==> config.mk <==
export PLATFORM = sky130hd
export DESIGN_NAME = register_stack_taint_tracker
export DESIGN_NICKNAME = d
export VERILOG_FILES = /design/src/sv/rstt_pkg.sv /design/src/sv/rstt_slot_table.sv /design/src/sv/rstt_propagate.sv /design/src/sv/register_stack_taint_tracker.sv
export SDC_FILE = /design/constraint.sdc
export NUM_CORES = 1
export LEC_CHECK = 0
export BUFFER_PORTS_ARGS = -buffer_cell sky130_fd_sc_hd__buf_4
export CORE_MARGIN = 2
export CORE_UTILIZATION = 40
export CTS_CLUSTER_DIAMETER = 60
export DETAILED_ROUTE_END_ITERATION = 8
export HOLD_SLACK_MARGIN = 0.03
export PLACE_DENSITY_LB_ADDON = 0.12
export SYNTH_ARGS = -nofsm -noshare
export SYNTH_HDL_FRONTEND = slang
export SYNTH_SLANG_ARGS = --single-unit
==> constraint.sdc <==
create_clock -name clk -period 5.03 [get_ports clk]
set_input_delay 0.503 -clock clk [delete_from_list [all_inputs] [get_ports clk]]
set_output_delay 0.503 -clock clk [all_outputs]
set_load 0.05 [all_outputs]
==> src/sv/rstt_pkg.sv <==
// Shared definitions for the register and stack taint tracker.
// Holds operation and event codes, default sizes and the control structs.
// No dependencies.
package rstt_pkg;

  localparam int STACK_SLOTS_DEF = 16;
  localparam int OFFSET_BITS_DEF = 16;

  localparam logic [3:0] OP_NOP    = 4'd0;
  localparam logic [3:0] OP_ADD    = 4'd1;
  localparam logic [3:0] OP_SUB    = 4'd2;
  localparam logic [3:0] OP_MOV    = 4'd3;
  localparam logic [3:0] OP_LOAD   = 4'd4;
  localparam logic [3:0] OP_STORE  = 4'd5;
  localparam logic [3:0] OP_BRANCH = 4'd6;
  localparam logic [3:0] OP_CALL   = 4'd7;
  localparam logic [3:0] OP_RETURN = 4'd8;
  localparam logic [3:0] OP_CBZ    = 4'd9;
  localparam logic [3:0] OP_CBNZ   = 4'd10;
  localparam logic [3:0] OP_OTHER  = 4'd11;

  localparam logic [2:0] EV_NONE    = 3'd0;
  localparam logic [2:0] EV_SOURCE  = 3'd1;
  localparam logic [2:0] EV_STORE   = 3'd2;
  localparam logic [2:0] EV_LOAD    = 3'd3;
  localparam logic [2:0] EV_SPREAD  = 3'd4;
  localparam logic [2:0] EV_SINK    = 3'd5;
  localparam logic [2:0] EV_GENERIC = 3'd6;

  typedef struct packed {
    logic en;
    logic clear;
    logic store;
  } slot_req_t;

  typedef struct packed {
    logic hit;
    logic full;
    logic any;
  } slot_stat_t;

  typedef struct packed {
    logic       activity;
    logic [2:0] event_kind;
    logic       sink_hit;
    logic       slot_overflow;
  } result_t;

endpackage

==> src/sv/rstt_slot_table.sv <==
// Table of tainted stack offsets with per-slot valid bits and parallel match.
// Depends on rstt_pkg for the request and status structs.
module rstt_slot_table #(
  parameter int STACK_SLOTS = rstt_pkg::STACK_SLOTS_DEF,
  parameter int OFFSET_BITS = rstt_pkg::OFFSET_BITS_DEF
) (
  input  logic                   clk,
  input  logic                   rst,
  input  rstt_pkg::slot_req_t    req,
  input  logic [OFFSET_BITS-1:0] offset,
  output rstt_pkg::slot_stat_t   stat
);

  logic [STACK_SLOTS-1:0] valid;
  logic [STACK_SLOTS-1:0] valid_next;
  logic [OFFSET_BITS-1:0] slot_off [STACK_SLOTS];
  logic [STACK_SLOTS-1:0] eff_valid;
  logic [STACK_SLOTS-1:0] free;
  logic [STACK_SLOTS-1:0] first_free;
  logic [STACK_SLOTS-1:0] match;
  logic                   do_write;

  always_comb begin
    eff_valid  = req.clear ? '0 : valid;
    free       = ~eff_valid;
    first_free = free & (~free + {{(STACK_SLOTS-1){1'b0}}, 1'b1});
    for (int i = 0; i < STACK_SLOTS; i++) begin
      match[i] = eff_valid[i] && (slot_off[i] == offset);
    end
    stat.hit   = |match;
    stat.full  = ~|free;
    do_write   = req.store && !stat.hit && !stat.full;
    valid_next = eff_valid | (do_write ? first_free : '0);
    stat.any   = |valid_next;
  end

  always_ff @(posedge clk) begin
    if (rst) begin
      valid <= '0;
    end else if (req.en) begin
      valid <= valid_next;
    end
  end

  always_ff @(posedge clk) begin
    for (int i = 0; i < STACK_SLOTS; i++) begin
      if (req.en && do_write && first_free[i]) begin
        slot_off[i] <= offset;
      end
    end
  end

endmodule

==> src/sv/rstt_propagate.sv <==
// Taint propagation rules for one instruction over the register mask.
// Depends on rstt_pkg for codes and structs; uses slot status from the table.
module rstt_propagate (
  input  logic [3:0]           op_kind,
  input  logic signed [5:0]    dest_reg,
  input  logic signed [5:0]    first_src_reg,
  input  logic signed [5:0]    second_src_reg,
  input  logic                 call_is_source,
  input  logic [31:0]          mask_in,
  input  logic                 sink_in,
  input  rstt_pkg::slot_stat_t stat,
  output logic                 store_req,
  output logic [31:0]          mask_out,
  output logic                 sink_out,
  output rstt_pkg::result_t    res
);

  logic dst_t;
  logic s1_t;
  logic s2_t;
  logic dst_ok;

  always_comb begin
    dst_ok = !dest_reg[5];
    dst_t  = dst_ok && mask_in[dest_reg[4:0]];
    s1_t   = !first_src_reg[5] && mask_in[first_src_reg[4:0]];
    s2_t   = !second_src_reg[5] && mask_in[second_src_reg[4:0]];

    mask_out  = mask_in;
    sink_out  = sink_in;
    store_req = 1'b0;
    res       = '0;

    case (op_kind)
      rstt_pkg::OP_CALL: begin
        if (call_is_source) begin
          mask_out[0]    = 1'b1;
          res.activity   = 1'b1;
          res.event_kind = rstt_pkg::EV_SOURCE;
        end
      end
      rstt_pkg::OP_STORE: begin
        if (dst_t) begin
          store_req         = 1'b1;
          res.activity      = 1'b1;
          res.event_kind    = rstt_pkg::EV_STORE;
          res.slot_overflow = !stat.hit && stat.full;
        end
      end
      rstt_pkg::OP_LOAD: begin
        if (stat.hit) begin
          if (dst_ok) begin
            mask_out[dest_reg[4:0]] = 1'b1;
          end
          res.activity   = 1'b1;
          res.event_kind = rstt_pkg::EV_LOAD;
        end
      end
      rstt_pkg::OP_ADD, rstt_pkg::OP_SUB, rstt_pkg::OP_MOV: begin
        if (dst_ok && (s1_t || s2_t)) begin
          mask_out[dest_reg[4:0]] = 1'b1;
          res.activity            = 1'b1;
          res.event_kind          = rstt_pkg::EV_SPREAD;
        end
      end
      rstt_pkg::OP_RETURN: begin
        if (mask_in[0]) begin
          sink_out       = 1'b1;
          res.sink_hit   = 1'b1;
          res.activity   = 1'b1;
          res.event_kind = rstt_pkg::EV_SINK;
        end
      end
      rstt_pkg::OP_OTHER: begin
        if (dst_ok && s1_t) begin
          mask_out[dest_reg[4:0]] = 1'b1;
          res.activity            = 1'b1;
          res.event_kind          = rstt_pkg::EV_GENERIC;
        end
      end
      default: begin
      end
    endcase
  end

endmodule

==> src/sv/register_stack_taint_tracker.sv <==
// Top level of the register and stack taint tracker: input register, rules,
// state and result register. Depends on rstt_pkg, rstt_slot_table, rstt_propagate.
//
//   channel | signals                          | direction
//   in      | in_valid, in_ready, instruction  | into block
//   out     | out_valid, out_ready, result     | out of block
//
// One transaction per cycle sustained while the output is not stalled; an accepted item
// passes through the input register and then the result register.
// The mask, sink flag and slot table update as an item moves into the result
// register, so the next item sees them at once. Reset clears all valid bits.
// A stalled output holds the result register and the item in the input register.
module register_stack_taint_tracker #(
  parameter int STACK_SLOTS = rstt_pkg::STACK_SLOTS_DEF,
  parameter int OFFSET_BITS = rstt_pkg::OFFSET_BITS_DEF
) (
  input  logic               clk,
  input  logic               rst,
  input  logic               in_valid,
  output logic               in_ready,
  input  logic [3:0]         op_kind,
  input  logic signed [5:0]  dest_reg,
  input  logic signed [5:0]  first_src_reg,
  input  logic signed [5:0]  second_src_reg,
  input  logic signed [15:0] stack_offset,
  input  logic               call_is_source,
  input  logic               start_of_run,
  output logic               out_valid,
  input  logic               out_ready,
  output logic               activity,
  output logic [2:0]         event_kind,
  output logic               sink_hit,
  output logic               sink_seen,
  output logic [31:0]        register_taint,
  output logic               any_slot_tainted,
  output logic               slot_overflow
);

  logic                   hold_valid;
  logic [3:0]             q_kind;
  logic signed [5:0]      q_dst;
  logic signed [5:0]      q_s1;
  logic signed [5:0]      q_s2;
  logic [OFFSET_BITS-1:0] q_off;
  logic                   q_is_src;
  logic                   q_start;

  logic [31:0]            mask;
  logic [31:0]            mask_next;
  logic                   sink;
  logic                   sink_next;
  logic                   advance;
  logic                   store_req;
  logic signed [63:0]     off_ext;
  rstt_pkg::slot_req_t    req;
  rstt_pkg::slot_stat_t   stat;
  rstt_pkg::result_t      res;

  assign advance  = hold_valid && (!out_valid || out_ready);
  assign in_ready = !hold_valid || advance;
  assign off_ext  = 64'(stack_offset);

  always_ff @(posedge clk) begin
    if (rst) begin
      hold_valid <= 1'b0;
    end else if (in_ready) begin
      hold_valid <= in_valid;
    end
  end

  always_ff @(posedge clk) begin
    if (in_valid && in_ready) begin
      q_kind   <= op_kind;
      q_dst    <= dest_reg;
      q_s1     <= first_src_reg;
      q_s2     <= second_src_reg;
      q_off    <= off_ext[OFFSET_BITS-1:0];
      q_is_src <= call_is_source;
      q_start  <= start_of_run;
    end
  end

  always_comb begin
    req.en    = advance;
    req.clear = q_start;
    req.store = store_req;
  end

  rstt_slot_table #(
    .STACK_SLOTS(STACK_SLOTS),
    .OFFSET_BITS(OFFSET_BITS)
  ) u_slots (
    .clk    (clk),
    .rst    (rst),
    .req    (req),
    .offset (q_off),
    .stat   (stat)
  );

  rstt_propagate u_prop (
    .op_kind        (q_kind),
    .dest_reg       (q_dst),
    .first_src_reg  (q_s1),
    .second_src_reg (q_s2),
    .call_is_source (q_is_src),
    .mask_in        (q_start ? 32'd0 : mask),
    .sink_in        (q_start ? 1'b0 : sink),
    .stat           (stat),
    .store_req      (store_req),
    .mask_out       (mask_next),
    .sink_out       (sink_next),
    .res            (res)
  );

  always_ff @(posedge clk) begin
    if (rst) begin
      mask <= '0;
      sink <= 1'b0;
    end else if (advance) begin
      mask <= mask_next;
      sink <= sink_next;
    end
  end

  always_ff @(posedge clk) begin
    if (rst) begin
      out_valid <= 1'b0;
    end else if (!out_valid || out_ready) begin
      out_valid <= hold_valid;
    end
  end

  always_ff @(posedge clk) begin
    if (advance) begin
      activity         <= res.activity;
      event_kind       <= res.event_kind;
      sink_hit         <= res.sink_hit;
      sink_seen        <= sink_next;
      register_taint   <= mask_next;
      any_slot_tainted <= stat.any;
      slot_overflow    <= res.slot_overflow;
    end
  end

`ifndef ASSERT_OFF
  a_quiet: assert property (@(posedge clk) disable iff (rst)
    out_valid && !activity |-> event_kind == rstt_pkg::EV_NONE && !sink_hit && !slot_overflow)
    else $error("quiet result carries an event");

  a_overflow_full: assert property (@(posedge clk) disable iff (rst)
    out_valid && slot_overflow |-> any_slot_tainted)
    else $error("overflow reported with an empty slot table");

  a_sink_sticky: assert property (@(posedge clk) disable iff (rst)
    out_valid && sink_hit |-> sink_seen)
    else $error("sink hit without sticky flag");

  a_overflow_store: assert property (@(posedge clk) disable iff (rst)
    out_valid && slot_overflow |-> event_kind == rstt_pkg::EV_STORE)
    else $error("overflow on a non-store event");
`endif

endmodule

==> results of run 1 <==
flip-flops by register name, summed over array words and instances, names as in the netlist, 3 cells and up:
signal            cells
q_s1                  6
q_s2                  6
register_taint       32
u_slots.slot_off    256
q_kind                4
mask                 32
q_dst                 6
q_off                16
event_kind            3
u_slots.valid        16
cells by family (layout without fill, tap and decap cells):
logic type               count (synthesis)  in the layout  share of synthesized area, %
flip-flops                             387            387                         63.00
XOR/XNOR                               256            256                         12.71
buffers and inverters                   85            238                         2.675
multiplexers                            33             33                         3.817
AND/OR/NAND/NOR                        407            407                         12.33
adder cells (fa/ha/maj)                  1              1                       0.05676
AO/OA/AOI/OAI                          122            122                         5.406
per-layer routing:
layer	vias to the layer above	wire, µm	track usage, %
met5	-	0	0
met2	269	20960	31.23
met3	98	1986	3.209
met4	0	1607	7.879
met1	5484	20200	26.52
li1	5135	-	-
worst reg2reg max path, cell delays in order, from the launching register on:
cell,delay [ns]
edfxtp_1,0.83
buf_4,0.45
xor2_1,0.24
nor4_1,0.08
nand3b_1,0.09
o22ai_1,0.13
nor4_1,0.65
and2_1,0.33
nand4_1,0.34
nor4_2,0.28
buf_4,0.30
worst max-delay path by stage:
stage | startpoint | endpoint | slack, ns | cells past startpoint
after detailed placement | q_off[9] | u_slots.slot_off[1][65] | 1.09 | 10
after CTS | q_off[9] | u_slots.slot_off[1][67] | 1.06 | 10
final | q_off[9] | u_slots.slot_off[1][67] | 0.99 | 10
after global placement | q_off[13] | u_slots.slot_off[1][65] | 1.17 | 10
after floorplan | q_off[5] | u_slots.slot_off[0][48] | 0.74 | 12
after global routing | q_off[9] | u_slots.slot_off[1][68] | 0.74 | 10
area by class of cell:
| cell class | instances | area [µm²] | share of cell area, % |
|---|---|---|---|
| clock buffer | 54 | 1139 | 5.520 |
| clock inverter | 27 | 351.6 | 1.705 |
| inverter | 13 | 48.80 | 0.2366 |
| multi-input combinational | 819 | 6138 | 29.76 |
| sequential | 387 | 11110 | 53.87 |
| tap | 585 | 732.0 | 3.549 |
| timing repair buffer | 144 | 1106 | 5.362 |
power by group through the flow:
stage	Clock [mW]	Sequential [mW]	Combinational [mW]
2_1_floorplan	0	3.68	0.239
3_3_place_gp	0	3.65	0.448
3_5_place_dp	0	3.65	0.448
4_1_cts	3.39	3.58	0.449
5_1_grt	3.51	3.59	0.479
6_report	3.31	3.58	0.447
cell usage in the layout (no fill, tap or decap), types with 25 or more instances in the layout:
cell type | synthesis | routed
buf_4 | 13 | 142
clkbuf_16 | 0 | 44
dfxtp_1 | 51 | 51
edfxtp_1 | 336 | 336
nand2_1 | 89 | 89
nand3_1 | 40 | 40
nor2_1 | 45 | 45
nor3_1 | 31 | 25
nor4_1 | 113 | 107
o21ai_0 | 26 | 26
xor2_1 | 245 | 245
metrics by stage:
| step | hold slack, ns | setup slack [ns] | std cells | power, mW |
|---|---|---|---|---|
| detailed placement | 0.4480 | 1.088 | 1948 | 4.099 |
| CTS | 0.05718 | 1.057 | 2029 | 7.426 |
| floorplan | 0.4409 | 0.7351 | 1291 | 3.919 |
| finish | 0.09380 | 0.9910 | 2029 | 7.340 |
| global placement | 0.4404 | 1.168 | 1948 | 4.099 |
| global route | 0.06329 | 0.7414 | 2029 | 7.581 |
==> flow_summary_export.csv, run 1 <==
group,metric,value,unit
timing,fin_crit_sh,80.30,%
clock_tree,clkTransAtPathRegs,0.06,ns
setup_path,slowest_delay,0.83,ns
timing,setup_viol,0,
power_and_ir_drop,p_int,5.656,mW
clock_tree,clockBufferDepth,3,
clock_tree,cts-root-buf,"clkbuf_16",
floorplanning,core.rowCount,76,
hold_path,hold_path.class,"in -> reg",
final_layout,utilization,47.67,%
floorplanning,start_util,40.76,%
timing,setup-tns-final,0,ns
synthesis,ys_seq_area_share,63.00,%
route,dr_total_vias,10990,
grt,grt_pass1_wl,68940,µm
synthesis,synth_most_common_cell,"edfxtp_1",
hold_path,min_path_cells,1,
synthesis,syn_inst,1291,
timing,grt_setup_unrepaired,"no",
synthesis,synth_top_cells_by_count,"edfxtp_1, xor2_1, nor4_1",
setup_path,crit_family,"simple AND/OR/NAND/NOR gates",
power_and_ir_drop,power_switching,1.685,mW
setup_path,slowest_stage,"edfxtp_1",
route,finalWirelength,44750,µm
route,via_per_inst,5.414,
power_and_ir_drop,p_clk_share,45.1,%
floorplanning,ios,86,
synthesis,synthArstFlopShare,0,%
synthesis,syn-mean-instance-area,13.66,µm²
power_and_ir_drop,switching_share,22.95,%
final_layout,nets,1453,
synthesis,synth_warnings,0,
grt,overflow,0,
synthesis,ys_seq_elements,387,
power_and_ir_drop,seq_power_share,48.8,%
floorplanning,core,0.04327,mm²
power_and_ir_drop,pwr-share-comb,6.1,%
final_layout,antennaDiodeCount,0,
timing,worst_pin_slew,1.017,ns
grt,grt_max_degree,49,
synthesis,synth_edf_count,336,
grt,grt.total_usage,19.51,%
power_and_ir_drop,power_density,355.9,mW/mm²
power_and_ir_drop,ir_worst_vdd,270.5,µV
clock_tree,cts_resized,0,
timing,finalHoldViolCount,0,
hold_path,hold-path-endpoint,"q_off[12]",
clock_tree,ctsHoldBuffers,0,
setup_path,reg2regPathDepth,10,
timing,fin_skew,0.02322,ns
placed_design,placed_cell_area,0.01914,mm²
synthesis,ys.flop_type,"edfxtp_1",
setup_path,rrSetupSlack,0.99,ns
setup_path,crit_type,"reg -> reg",
floorplanning,dieArea,0.04579,mm²
clock_tree,cts_sinks,387,
setup_path,cp_max_fo,18,
placed_design,hpwl,29600,µm
floorplanning,die_h,214.0,µm
synthesis,synth_top_area_share,57.21,%
power_and_ir_drop,total_leakage_power,6.754,nW
clock_tree,clock_latency,0.58,ns
synthesis,yosys-top-cells-area,"edfxtp_1, xor2_1, dfxtp_1",
synthesis,ys_types,60,
timing,fmax,0.2476,GHz
timing,relSlewSlack,32.22,%
final_layout,drive_above_1_share,18.28,%
setup_path,r2r_start,"q_off[9]",
synthesis,synth_nets,1335,
placed_design,place_congestion,0.8558,
placed_design,numPortBuffers,85,
route,postRouteAntennaNets,0,
final_layout,nFillCells,3799,
grt,antenna_found_initial,0,
synthesis,synth_area,0.01764,mm²
outcome,outcome,"finished clean",
timing,post-route-min-period,4.039,ns
route,avgRoutedWirePerCell,22.06,µm
job,cap_viol_max_count,0,
clock_tree,cts_setup_buffers,0,
setup_path,required,5.30,ns
final_layout,design_area,0.02063,mm²
setup_path,cp_num_buf_inv,2,
hold_path,min_from,"stack_offset[12]",
timing,report.final.slew_viol_count,0,
setup_path,worstSetupStartpointType,"flop",
floorplanning,fp.dieW,214.0,µm
setup_path,crit_chain,"buf_4 -> xor2_1 -> nor4_1 -> nand3b_1 -> o22ai_1 -> nor4_1 -> and2_1 -> nand4_1 -> nor4_2 -> buf_4",
synthesis,yosys.area.top_type,"edfxtp_1",
setup_path,cp.arrival,4.31,ns
clock_tree,cts_buffers,44,
final_layout,syn2layout_area_growth,16.96,%
grt,grt_pass1_vias,11190,
setup_path,worstSetupEndpointType,"flop",
clock_tree,ctsHtreeMaxLevel,2,
setup_path,r2r-end,"u_slots.slot_off[1][67]",
clock_tree,cts_tree,"built",
route,drt_iter0_markers,827,
route,drc,0,
route,drt-pass1-iter-count,6,
(Power assumes the default switching activity.)
==> run 2, diff against run 1 <==
Settings changed: ABC_AREA from default to 1.
Clock period 5.03 ns to 4.05 ns, I/O delays scaled along.
==> run 2 against run 1 <==
Clock power grew 35%. Highest routed layer unchanged. Global-route usage grew 7.3 points. Sequential share of layout area down 11 points. Clock-buffer cell count grew 10. Largest cell class unchanged. Synthesized cell count is 120% higher. Flip-flop and latch count unchanged. Critical path type unchanged.
==> flow_summary_export.csv, run 2 <==
group,metric,value,unit
grt,grt_busiest_layer,"met1",
floorplanning,dieArea,0.05688,mm²
route,drt_iter0_markers,1920,
grt,grt_use_met3,4.908,%
clock_tree,cts_sinks,387,
job,cap_viol_max_count,0,
final_layout,layout_common_cells,"nand2_1, nor2_1, inv_1, edfxtp_1, nand3_1",
grt,grt_max_degree,70,
setup_path,crit_type,"reg -> reg",
grt,overflow,0,
placed_design,hpwl,50970,µm
grt,grt_use_met2,39.31,%
synthesis,synth_top_family_by_area,"simple AND/OR/NAND/NOR gates",
grt,grt_pass1_wl,113400,µm
final_layout,top_regs,"u_slots.slot_off x256, mask x32, register_taint x32",
timing,fin_skew,0.01720,ns
final_layout,design_area,0.02572,mm²
synthesis,yosys.area_share.adder,0,%
synthesis,synth_edf_count,336,
floorplanning,die_h,238.5,µm
route,drc,0,
timing,setup-tns-final,0,ns
grt,grt_pass1_vias,18690,
setup_path,cp.arrival,3.78,ns
route,finalWirelength,76590,µm
synthesis,synth_most_common_cell,"nand2_1",
power_and_ir_drop,finalPower,9.954,mW
synthesis,synthMuxAreaShare,0,%
synthesis,yosys.area.top_type,"edfxtp_1",
final_layout,nFillCells,5240,
timing,post-route-min-period,3.566,ns
timing,setup_viol,0,
synthesis,syn-mean-instance-area,7.613,µm²
route,avgRoutedWirePerCell,20.22,µm
floorplanning,core.rowCount,85,
route,via_per_inst,5.257,
floorplanning,fp.dieW,238.5,µm
synthesis,synth_nets,2933,
floorplanning,ios,86,
final_layout,nets,3098,
final_layout,antennaDiodeCount,0,
power_and_ir_drop,total_leakage_power,11.50,nW
synthesis,synth_compound_area_share,5.256,%
final_layout,syn2layout_area_growth,16.94,%
timing,relSlewSlack,32.49,%
hold_path,hold_path.class,"in -> reg",
placed_design,dp.cells,3660,
synthesis,synth_area,0.02199,mm²
clock_tree,cts_buffers,48,
clock_tree,cts_tree,"built",
final_layout,max_flop_register,"u_slots.slot_off",
timing,whs,0.1200,ns
floorplanning,core,0.05413,mm²
synthesis,synth_top_area_share,45.87,%
synthesis,ys_types,48,
route,postRouteAntennaNets,0,
synthesis,synth_xor_xnor_area_share,2.469,%
floorplanning,start_util,40.63,%
power_and_ir_drop,power_density,387.0,mW/mm²
timing,fmax,0.2804,GHz
synthesis,ys_seq_area_share,50.51,%
placed_design,placed_cell_area,0.02369,mm²
timing,report.final.slew_viol_count,0,
timing,worst_pin_slew,1.012,ns
synthesis,ys.flop_type,"edfxtp_1",
grt,antenna_found_initial,1,
final_layout,largest_reg_flops,256,
setup_path,worstSetupEndpointType,"flop",
setup_path,required,4.27,ns
clock_tree,ctsHtreeMaxLevel,2,
final_layout,final_cells,3788,
setup_path,worstSetupStartpointType,"flop",
clock_tree,clockBufferDepth,3,
placed_design,post-place-ws,0.5345,ns
route,drt-pass1-iter-count,6,
power_and_ir_drop,ir_worst_vdd,292.1,µV
clock_tree,cts_setup_buffers,0,
grt,grt.total_usage,26.83,%
timing,fin_ws,0.4843,ns
synthesis,synth_top_cells_by_count,"nand2_1, nor2_1, inv_1",
final_layout,utilization,47.51,%
clock_tree,cts-root-buf,"clkbuf_16",
setup_path,cp_max_fo,17,
clock_tree,cts_resized,0,
final_layout,layout_commonest_cell,"nand2_1",
synthesis,yosys-top-cells-area,"edfxtp_1, nand2_1, nor2_1",
timing,grt_setup_unrepaired,"no",
synthesis,synth-simple-area-share,32.41,%
timing,fin_crit_sh,88.04,%
timing,finalHoldViolCount,0,
synthesis,ys_seq_elements,387,
outcome,outcome,"finished clean",
route,dr_total_vias,19910,
synthesis,synth_warnings,0,
clock_tree,clkTransAtPathRegs,0.06,ns
placed_design,place_congestion,0.9449,
synthesis,synthArstFlopShare,0,%
synthesis,syn_inst,2889,
clock_tree,clock_latency,0.59,ns
final_layout,drive_above_1_share,9.799,%
grt,met1_usage,39.74,%
placed_design,numPortBuffers,85,
## run 2: cell types whose count changed after synthesis, sizes merged, moves of 17 or more
cell   before  now
a21oi       8   48
buf        49   66
inv        13  396
mux4       25    0
nand2      89  959
nand3      41  207
nand4      16   33
nor2       46  467
nor4      113    3
o21ai      32  148
o31ai      24    0
xnor2      11   37
xor2      245   25
## run 2: layer usage
| layer | up-vias | routed length (µm) | part of all wire [%] |
|---|---|---|---|
| li1 | 9509 | - | - |
| met1 | 9368 | 35330 | 46 |
| met2 | 898 | 32110 | 42 |
| met3 | 139 | 6846 | 8.9 |
| met4 | 0 | 2300 | 3.0 |
| met5 | - | 0 | 0 |
## run 2: path summary, 6_finish.rpt
path,start,end,slack [ns],cells past startpoint
setup reg to reg,q_off[6],u_slots.slot_off[0][92],0.48,15
hold / removal,in_valid,hold_valid,0.12,3
hold reg to reg,u_slots.valid[8],u_slots.valid[8],0.48,2
setup / recovery,q_off[6],u_slots.slot_off[0][92],0.48,15
## run 2: layout make-up
type	count	area, µm²	area share [%]
Clock buffer	64	1313	5.103
Clock inverter	24	320.3	1.245
Inverter	402	1520	5.910
Multi-Input combinational cell	2008	8870	34.48
Sequential cell	387	11110	43.20
Tap cell	696	870.8	3.386
Timing Repair Buffer	207	1717	6.674
## run 2: repair_timing
action,CTS,global route
endpoints found under the hold margin,40,0
setup endpoints to repair,0,0
hold buffers,40,0
## run 2: where the power goes
| group | leakage (nW) | internal [mW] | total [mW] | switching (mW) |
|---|---|---|---|---|
| Combinational | 7.22 | 0.292 | 1.03 | 0.740 |
| Clock | 0.794 | 2.73 | 4.46 | 1.73 |
| Sequential | 3.49 | 4.40 | 4.46 | 0.0566 |
## run 2: cells by family after synthesis
logic type | after synthesis
DFF | 387
and+or+nand+nor | 1726
xor gates and xnor gates | 62
buffers and inverters | 494
AOI/OAI and AO/OA | 220
## run 2: critical path, cell delays in order (launching register included)
cell      delay (ns)
edfxtp_1        0.39
inv_1           0.74
nand2_1         0.10
nand2_1         0.12
nor2_1          0.06
nand3_1         0.09
nor2_1          0.05
nand2_1         0.07
nand2_1         0.05
inv_1           0.14
nand2_1         0.10
nor2_2          0.14
nand2_4         0.07
clkinv_2        0.10
nand4_4         0.37
nor2_4          0.58
==> run 3, diff against run 2 <==
Settings changed: GPL_ROUTABILITY_DRIVEN from default to 0, PLACE_DENSITY_LB_ADDON 0.12 to default.
==> run 3 against run 2 <==
Flip-flop and latch count unchanged. Register-to-register slack better by 0.06 ns. Highest routed layer unchanged. Critical path type unchanged. Cell area fell by 0.82%. Non-clock buffer count decreased by 21. Maximum frequency increased by 1.8%. Die area unchanged. Worst setup slack gained 0.063 ns.
==> flow_summary_export.csv, run 3 (synthesis gave the netlist of run 2 again) <==
group,metric,value,unit
outcome,outcome,"finished clean",
grt,grt.total_usage,24.57,%
grt,overflow,0,
placed_design,numPortBuffers,85,
floorplanning,ios,86,
clock_tree,cts_tree,"built",
placed_design,placed_cell_area,0.02349,mm²
clock_tree,cts-root-buf,"clkbuf_16",
floorplanning,core,0.05413,mm²
final_layout,top_regs,"u_slots.slot_off x256, mask x32, register_taint x32",
setup_path,worstSetupEndpointType,"flop",
clock_tree,clockBufferDepth,3,
clock_tree,ctsHtreeMaxLevel,2,
clock_tree,clkTransAtPathRegs,0.06,ns
route,drc,0,
setup_path,crit_chain,"inv_2 -> buf_4 -> nand2_1 -> o21ai_1 -> nor2_1 -> nand2_1 -> nor2_1 -> nand3_1 -> nand2_1 -> inv_1 -> nand2_1 -> nor2_2 -> nand2_4 -> clkinv_2 -> nand4_4 -> nor2_1 -> buf_4",
final_layout,nets,3074,
job,cap_viol_max_count,0,
route,dr_total_vias,19740,
route,drt-pass1-iter-count,7,
power_and_ir_drop,total_leakage_power,11.37,nW
floorplanning,start_util,40.63,%
timing,finalHoldViolCount,0,
setup_path,worstSetupStartpointType,"flop",
setup_path,crit_path_end,"u_slots.slot_off[1][22]",
setup_path,rrSetupSlack,0.55,ns
final_layout,layout_common_cells,"nand2_1, nor2_1, inv_1, edfxtp_1, nand3_1",
setup_path,slowest_delay,0.39,ns
grt,grt_max_degree,71,
route,via_per_inst,5.248,
clock_tree,cts_sinks,387,
setup_path,r2r-end,"u_slots.slot_off[1][22]",
final_layout,drive_above_1_share,9.005,%
hold_path,hold_path.class,"in -> reg",
route,drt_iter0_markers,2171,
timing,fin_skew,0.03523,ns
final_layout,largest_reg_flops,256,
timing,fin_crit_sh,86.49,%
timing,worst_pin_slew,0.9041,ns
floorplanning,die_h,238.5,µm
setup_path,slowest_stage,"edfxtp_1",
final_layout,multi_input_area,0.008870,mm²
final_layout,nFillCells,5177,
setup_path,cp.arrival,3.79,ns
power_and_ir_drop,ir_worst_vdd,315.8,µV
final_layout,regArea,0.01111,mm²
timing,fin_ws,0.5473,ns
setup_path,crit_top_cell,"nand2_1",
timing,setup_viol,0,
setup_path,startpoint,"q_off[11]",
setup_path,reg2regPathDepth,17,
final_layout,layout_commonest_cell,"nand2_1",
final_layout,max_flop_register,"u_slots.slot_off",
clock_tree,cts_setup_buffers,0,
timing,report.final.slew_viol_count,0,
floorplanning,dieArea,0.05688,mm²
floorplanning,fp.dieW,238.5,µm
setup_path,crit_type,"reg -> reg",
floorplanning,core.rowCount,85,
timing,setup-tns-final,0,ns
clock_tree,clock_latency,0.61,ns
setup_path,required,4.34,ns
setup_path,r2r_start,"q_off[11]",
route,postRouteAntennaNets,0,
timing,fmax,0.2855,GHz
route,finalWirelength,69950,µm
clock_tree,cts_buffers,45,
timing,grt_setup_unrepaired,"no",
placed_design,hpwl,45620,µm
grt,antenna_found_initial,0,
final_layout,antennaDiodeCount,0,
grt,grt_pass1_vias,18560,
power_and_ir_drop,power_density,388.0,mW/mm²
final_layout,syn2layout_area_growth,15.98,%
final_layout,design_area,0.02551,mm²
timing,relSlewSlack,39.66,%
route,avgRoutedWirePerCell,18.60,µm
setup_path,cp_max_fo,16,
placed_design,post-place-ws,0.6093,ns
timing,post-route-min-period,3.503,ns
grt,grt_pass1_wl,107000,µm
[run 3: changes by cell type in the layout (fill, tap and decap cells not counted), moves of 2 or more]
cell       change
clkinv_2       -4
clkbuf_16      -3
clkinv_1       +7
buf_12         -3
bufinv_16      +3
buf_4         -18
inv_6          +2
clkbuf_1       -7
clkbuf_8       -3
[run 3: layer usage]
| layer | global-route usage, % | part of all wire (%) | vias up |
|---|---|---|---|
| met4 | 10.09 | 3.8 | 0 |
| met1 | 33.99 | 43 | 9133 |
| met3 | 4.192 | 9.5 | 179 |
| met5 | 0 | 0 | - |
| met2 | 38.27 | 44 | 954 |
| li1 | - | - | 9472 |
[run 3: cell type report]
| type | count | area share, % |
|---|---|---|
| Clock buffer | 51 | 4.586 |
| Clock inverter | 31 | 1.756 |
| Inverter | 402 | 5.959 |
| Multi-Input combinational cell | 2008 | 34.77 |
| Sequential cell | 387 | 43.55 |
| Tap cell | 696 | 3.414 |
| Timing Repair Buffer | 186 | 5.964 |
[run 3: repair_timing]
action,4_1_cts,5_1_grt
endpoints found under the hold margin,40,0
resized for setup,0,0
hold buffers,40,0
[run 3: where the power goes]
part / internal [mW] / leakage (nW) / switching [mW] / total [mW]
Sequential: 4.40 / 3.49 / 0.0524 / 4.46
Clock: 2.73 / 0.783 / 1.72 / 4.46
Combinational: 0.279 / 7.10 / 0.707 / 0.986
Total: 7.41 / 11.4 / 2.48 / 9.90
[run 3: per-stage QoR]
step | power, mW | std cells | util [%] | hold WS (ns)
finish | 9.898 | 3761 | 47.13 | 0.1068
global route | 10.22 | 3761 | 47.13 | 0.1172
CTS | 9.946 | 3761 | 47.13 | 0.08422
detailed placement | 5.478 | 3639 | 43.40 | 0.4677
global placement | 5.469 | 3639 | 43.40 | 0.4535
floorplan | 5.129 | 2889 | - | 0.4453
[run 3: critical path, delay by kind of cell (launching register included)]
family	cells	cell delay, ns
simple gates	11	1.50
flops	1	0.39
compound gates	1	0.09
buf+inv	5	1.19
[run 3: worst min path at each step]
stage / start / to / cells past startpoint
global route: in_valid / hold_valid / 3
CTS: in_valid / hold_valid / 3
finish: in_valid / hold_valid / 3
floorplan: u_slots.valid[8] / u_slots.valid[8] / 2
detailed placement: u_slots.valid[8] / u_slots.valid[8] / 2
global placement: u_slots.valid[8] / u_slots.valid[8] / 2
